File: config.mk
export PLATFORM = sky130hd
export DESIGN_NAME = rsht_ctrl
export DESIGN_NICKNAME = d
export VERILOG_FILES = /design/src/rtl/core/rsht_pkg.sv /design/src/rtl/core/rsht_ctrl.sv
export SDC_FILE = /design/constraint.sdc
export NUM_CORES = 1
export LEC_CHECK = 0
export BUFFER_PORTS_ARGS = -buffer_cell sky130_fd_sc_hd__buf_4
export CAP_MARGIN = 0
export CORE_MARGIN = 10
export CORE_UTILIZATION = 51
export DETAILED_ROUTE_END_ITERATION = 6
export GPL_ROUTABILITY_DRIVEN = 0
export PLACE_DENSITY_LB_ADDON = 0.2
export SYNTH_ARGS = -nofsm -noshare
export SYNTH_HDL_FRONTEND = slang
export SYNTH_SLANG_ARGS = --single-unit
File: constraint.sdc
create_clock -name clk_i -period 2.5 [get_ports clk_i]
set_input_delay 0.5 -clock clk_i [delete_from_list [all_inputs] [get_ports clk_i]]
set_output_delay 0.5 -clock clk_i [all_outputs]
set_load 0.005 [all_outputs]
File: src/rtl/core/rsht_pkg.sv
package rsht_pkg;

  localparam int MaxSegments = 256;
  localparam int IdxW        = $clog2(MaxSegments);
  localparam int CntW        = IdxW + 1;
  localparam int CoordW      = 16;
  localparam int EntryW      = 4 * CoordW;

  typedef enum logic {
    OP_LOAD  = 1'b0,
    OP_QUERY = 1'b1
  } opcode_e;

  typedef enum logic [2:0] {
    ST_IDLE,
    ST_PRIME,
    ST_SCAN,
    ST_DRAIN,
    ST_DONE
  } state_e;

  // Controller to datapath.
  typedef struct packed {
    logic            load_rect;
    logic            rd_en;
    logic [IdxW-1:0] rd_addr;
    logic            stage_en;
  } dp_cmd_t;

  // Datapath to controller: result of the segment whose test has just finished.
  typedef struct packed {
    logic hit;
  } dp_sts_t;

  // Input word.
  typedef struct packed {
    logic                     opcode;
    logic [7:0]               entry_index;
    logic signed [CoordW-1:0] seg_begin_x;
    logic signed [CoordW-1:0] seg_begin_y;
    logic signed [CoordW-1:0] seg_end_x;
    logic signed [CoordW-1:0] seg_end_y;
    logic signed [CoordW-1:0] rect_left;
    logic signed [CoordW-1:0] rect_top;
    logic signed [CoordW-1:0] rect_right;
    logic signed [CoordW-1:0] rect_bottom;
  } in_word_t;

  // Result word.
  typedef struct packed {
    logic            hit_found;
    logic [CntW-1:0] hit_number;
  } out_word_t;

endpackage

File: src/rtl/core/rsht_ctrl.sv
module rsht_ctrl (
  input  logic                      clk_i,
  input  logic                      rst_ni,
  input  logic                      in_valid_i,
  input  logic                      in_opcode_i,
  output logic                      in_ready_o,
  output logic                      out_valid_o,
  input  logic                      out_ready_i,
  output rsht_pkg::out_word_t       out_data_o,
  input  logic [rsht_pkg::CntW-1:0] count_i,
  output rsht_pkg::dp_cmd_t         cmd_o,
  input  rsht_pkg::dp_sts_t         sts_i
);

  localparam int CW = rsht_pkg::CntW;

  rsht_pkg::state_e state_q, state_d;

  // Issue pointer and number of the segment being checked at the end of the pipe.
  logic [CW-1:0] issue_q, issue_d;
  logic [CW-1:0] chk_q, chk_d;
  logic [CW-1:0] limit_q, limit_d;
  logic [1:0]    fill_q, fill_d;
  rsht_pkg::out_word_t res_q, res_d;

  logic [CW-1:0] limit_in;
  assign limit_in = (count_i > CW'(rsht_pkg::MaxSegments)) ?
                    CW'(rsht_pkg::MaxSegments) : count_i;

  logic take_query;
  assign take_query = in_valid_i && in_ready_o &&
                      (in_opcode_i == rsht_pkg::OP_QUERY);

  // Hit bit of segment chk_q appears when fill reaches three.
  logic result_here;
  assign result_here = (fill_q == 2'd3);

  // Next state.
  always_comb begin
    state_d = state_q;
    issue_d = issue_q;
    chk_d   = chk_q;
    limit_d = limit_q;
    fill_d  = fill_q;
    res_d   = res_q;
    case (state_q)
      rsht_pkg::ST_IDLE: begin
        if (take_query) begin
          limit_d = limit_in;
          issue_d = '0;
          chk_d   = '0;
          fill_d  = '0;
          if (limit_in == '0) begin
            res_d   = '0;
            state_d = rsht_pkg::ST_DONE;
          end else begin
            state_d = rsht_pkg::ST_SCAN;
          end
        end
      end
      rsht_pkg::ST_SCAN, rsht_pkg::ST_PRIME, rsht_pkg::ST_DRAIN: begin
        if (issue_q < limit_q) begin
          issue_d = issue_q + 1'b1;
        end
        if (fill_q != 2'd3) begin
          fill_d = fill_q + 1'b1;
        end
        if (result_here) begin
          chk_d = chk_q + 1'b1;
          if (sts_i.hit) begin
            res_d.hit_found  = 1'b1;
            res_d.hit_number = chk_q + 1'b1;
            state_d = rsht_pkg::ST_DONE;
          end else if (chk_q + 1'b1 == limit_q) begin
            res_d   = '0;
            state_d = rsht_pkg::ST_DONE;
          end
        end
      end
      rsht_pkg::ST_DONE: begin
        if (out_ready_i) begin
          state_d = rsht_pkg::ST_IDLE;
        end
      end
      default: state_d = rsht_pkg::ST_IDLE;
    endcase
  end

  // Outputs and datapath commands. The pipe runs freely; extra reads past the
  // limit are harmless since their results are never consumed.
  always_comb begin
    in_ready_o        = (state_q == rsht_pkg::ST_IDLE);
    out_valid_o       = (state_q == rsht_pkg::ST_DONE);
    out_data_o        = res_q;
    cmd_o.load_rect   = take_query;
    cmd_o.rd_en       = (state_q == rsht_pkg::ST_SCAN);
    cmd_o.rd_addr     = issue_q[CW-2:0];
    cmd_o.stage_en    = (state_q == rsht_pkg::ST_SCAN);
  end

  always_ff @(posedge clk_i or negedge rst_ni) begin
    if (!rst_ni) begin
      state_q <= rsht_pkg::ST_IDLE;
      issue_q <= '0;
      chk_q   <= '0;
      limit_q <= '0;
      fill_q  <= '0;
    end else begin
      state_q <= state_d;
      issue_q <= issue_d;
      chk_q   <= chk_d;
      limit_q <= limit_d;
      fill_q  <= fill_d;
    end
  end

  always_ff @(posedge clk_i) begin
    res_q <= res_d;
  end

  // A result is never shown with a number past the limit.
  assert property (@(posedge clk_i) disable iff (!rst_ni)
    out_valid_o |-> (res_q.hit_number <= limit_q))
    else $error("hit number beyond segment count");

  // A found flag always comes with a nonzero number.
  assert property (@(posedge clk_i) disable iff (!rst_ni)
    out_valid_o |-> (res_q.hit_found == (res_q.hit_number != '0)))
    else $error("hit flag and number disagree");

  // The checked segment never runs ahead of the issued one.
  assert property (@(posedge clk_i) disable iff (!rst_ni)
    (state_q == rsht_pkg::ST_SCAN) |-> (chk_q <= issue_q))
    else $error("check pointer ahead of issue pointer");

endmodule

==> flow_summary.json <==
{
  "status": "complete, no violations",
  "ys_seq_elements": 41,
  "path_class": "register to register",
  "swShare": 0.3860,
  "dieHeight_um": 90.73,
  "antenna-diode-count": 0,
  "die_w_um": 90.73,
  "rsz0062_at_grt": "no",
  "grt_pass1_wl_um": 9425,
  "leakage_nw": 1.330,
  "multiInputGateArea_um2": 1301,
  "hpwlAfterDp_um": 4305,
  "path_clk_slew_ps": 80,
  "ys_seq_area_frac": 0.4218,
  "totalWireLength_um": 5559,
  "drc_errors": 0,
  "numCtsBuffers": 5,
  "placed_cell_area_um2": 2855,
  "cts-htree-levels": 2,
  "fin_util": 0.6235,
  "worstSkewPairLatency_ps": 300,
  "initialDrtViolationCount": 94,
  "setup_viol": 0,
  "p_int_w": 0.001756,
  "crit_chain": "ha_1 > and4_1 > and4_2 > xnor2_1 > o221a_1 > a311oi_1 > nor2_1 > buf_4",
  "worst_pin_slew_ps": 518.7,
  "powerDensity_nw_per_um2": 958.5,
  "io_pins": 38,
  "grt_max_degree": 32,
  "synth-edff-count": 10,
  "dr.pass1.iters": 4,
  "syn_nets": 302,
  "slew-limit-headroom": 0.6542,
  "synth_area_per_cell_um2": 9.243,
  "root_buffer": "clkbuf_8",
  "synthToLayoutAreaGrowth_pct": 16.97,
  "rrSetupSlack_ps": 180,
  "grt_pass1_vias": 2011,
  "fin_ws_ps": 179.0,
  "path_buf_inv": 1,
  "period_share": 0.9284,
  "nets": 336,
  "cpPeakStageDelay_ps": 390,
  "viasPerCell": 5.455,
  "coreArea_um2": 4786,
  "pwr-share-comb": 0.454,
  "r2r-start": "chk_q[1]",
  "hold_viol": 0,
  "synth_cell_type_count": 45,
  "finalSetupTns_ps": 0,
  "r2r-end": "out_data_o[2]",
  "crit_slowest_cell": "dfrtp_1",
  "ir_worst_vdd_uv": 592.7,
  "skew_ps": 9.067,
  "p_seq_frac": 0.364,
  "cp.required_ps": 2550,
  "fmax_mhz": 430.9,
  "antenna_found_initial": 0,
  "cts.path.max_buffers": 2,
  "post-place-ws_ps": 123.7,
  "cts_tree": "yes",
  "yosys_warnings": 0,
  "ff2ff_path_depth": 8,
  "netlist_area_um2": 2551,
  "crit_fanout": 10,
  "ant_nets": 0,
  "fill_cells": 412,
  "drive_above_1_share": 0.2058,
  "cp.arrival_ps": 2370,
  "numClockSinks": 41,
  "fin_area_um2": 2984,
  "ys.flop_type": "dfrtp_1",
  "initial_utilization": 0.5331,
  "regArea_um2": 1076,
  "finalPower_w": 0.002860,
  "port_buffers": 37,
  "crit_path_end_kind": "register",
  "timing.final.max_slew_violations": 0,
  "std_cell_rows": 25,
  "vias": 2062,
  "critPathTopFamily": "simple AND/OR/NAND/NOR gates",
  "cts_hold_buf": 0,
  "syn_inst": 276,
  "dieArea_um2": 8231,
  "clock_power_share": 0.182,
  "crit_path_start_kind": "register",
  "min_period_ps": 2321,
  "power.switching_w": 0.001104,
  "grt_use_total": 0.1376,
  "synth-async-reset-ratio": 0.7561,
  "hold_class": "primary input to async pin",
  "routedWlPerCell_um": 14.71,
  "drv_cap": 0,
  "grt_overflow_total": 0
}
[repair_timing]
item                                    in CTS  in global routing
resized for setup                            0                  2
endpoints found under the setup margin       0                 11
setup buffers                                0                  1
[cell usage in the layout, fill, tap and decap left out, drive strengths merged, types with 4 or more instances in the layout]
| cell type | count |
|---|---|
| o31ai | 7 |
| ha | 11 |
| nor3 | 5 |
| nand3 | 13 |
| nand4 | 8 |
| nand2b | 5 |
| buf | 47 |
| xor2 | 4 |
| o21ai | 20 |
| xnor2 | 13 |
| a21oi | 8 |
| nand3b | 8 |
| clkbuf | 7 |
| nor2 | 27 |
| mux2i | 6 |
| nand2 | 25 |
| and3 | 4 |
| inv | 15 |
| a21o | 5 |
| dfrtp | 31 |
| edfxtp | 10 |
| and4 | 4 |
[registers in the layout, summed over array words and instances, names as in the netlist]
name / count
fill_q: 2
state_q: 2
out_data_o: 10
limit_q: 9
chk_q: 9
issue_q: 9
[power groups by stage]
| stage | clock [W] | sequential, W | combinational (W) |
|---|---|---|---|
| 6_report | 0.000520 | 0.00104 | 0.00130 |
| 5_1_grt | 0.000558 | 0.00107 | 0.00147 |
| 4_1_cts | 0.000530 | 0.00104 | 0.00128 |
| 3_5_place_dp | 0 | 0.00105 | 0.00128 |
| 3_3_place_gp | 0 | 0.00105 | 0.00125 |
| 2_1_floorplan | 0 | 0.00102 | 0.000946 |
[worst reg2reg max path, delay by kind of cell, from the launching register on]
kind / cells / cell delay (ps)
buffers and inverters: 1 / 180
AND/OR/NAND/NOR: 3 / 660
adder cells (fa/ha/maj): 1 / 250
flip-flops: 1 / 390
XOR/XNOR: 1 / 80
AO/OA/AOI/OAI: 2 / 510
[cells by family after synthesis]
group,synth area share
AO/OA/AOI/OAI,0.1329
XOR/XNOR,0.05836
adder cells (fa/ha/maj),0.05395
buffers and inverters,0.07111
flip-flops,0.4218
multiplexers,0.03237
AND/OR/NAND/NOR,0.2295
[metal layers]
layer  vias up  track usage  share of wire
met3         6      0.04156          0.051
met5         -            0              0
met2        38       0.2362           0.49
met4         0      0.03979          0.011
li1       1047            -              -
met1       971       0.1604           0.45
[layout make-up]
cell class / instances / area share
Tap cell: 67 / 0.02809
Inverter: 15 / 0.01887
Timing Repair Buffer: 47 / 0.1182
Clock inverter: 1 / 0.002096
Multi-Input combinational cell: 200 / 0.4361
Sequential cell: 41 / 0.3606
Clock buffer: 7 / 0.03606
[cell usage after synthesis (2+ instances only)]
cell type   n  area, um^2
a21o_1      5       37.54
a21oi_1     8       40.04
and2_1      2       12.51
and3_1      4       25.02
and4_1      3       26.28
buf_4      11       82.58
clkbuf_1    7       26.28
dfrtp_1    31       775.7
edfxtp_1   10       300.3
ha_1       11       137.6
inv_1      14       52.55
mux2_2      2       22.52
mux2i_1     6       60.06
nand2_1    25       93.84
nand2b_1    5       31.28
nand3_1    13       65.06
nand3b_1    8       60.06
nand4_1     8       50.05
nor2_1     27       101.4
nor2b_1     3       18.77
nor3_1      4       20.02
nor4_1      3       18.77
o21ai_0    20       100.1
o31ai_1     7       52.55
or2_2       2       12.51
or4_1       3       22.52
xnor2_1    13       113.9
xor2_1      4       35.03
[metrics by stage]
step	hold slack, ps	instances
2_1_floorplan	204.4	276
3_3_place_gp	467.1	369
3_5_place_dp	467.3	369
4_1_cts	141.5	377
5_1_grt	150.7	378
6_report	128.4	378
[how the worst max path moves through the flow]
stage,startpoint,endpoint,slack [ps],cells after the start
finish,chk_q[1],out_data_o[2],180,8
global placement,chk_q[1],out_data_o[0],200,8
floorplan,chk_q[0],out_data_o[0],60,8
detailed placement,issue_q[6],issue_q[8],120,7
global route,chk_q[1],out_data_o[4],10,8
CTS,issue_q[6],issue_q[8],100,7
Power figures use the tool's default switching activity.
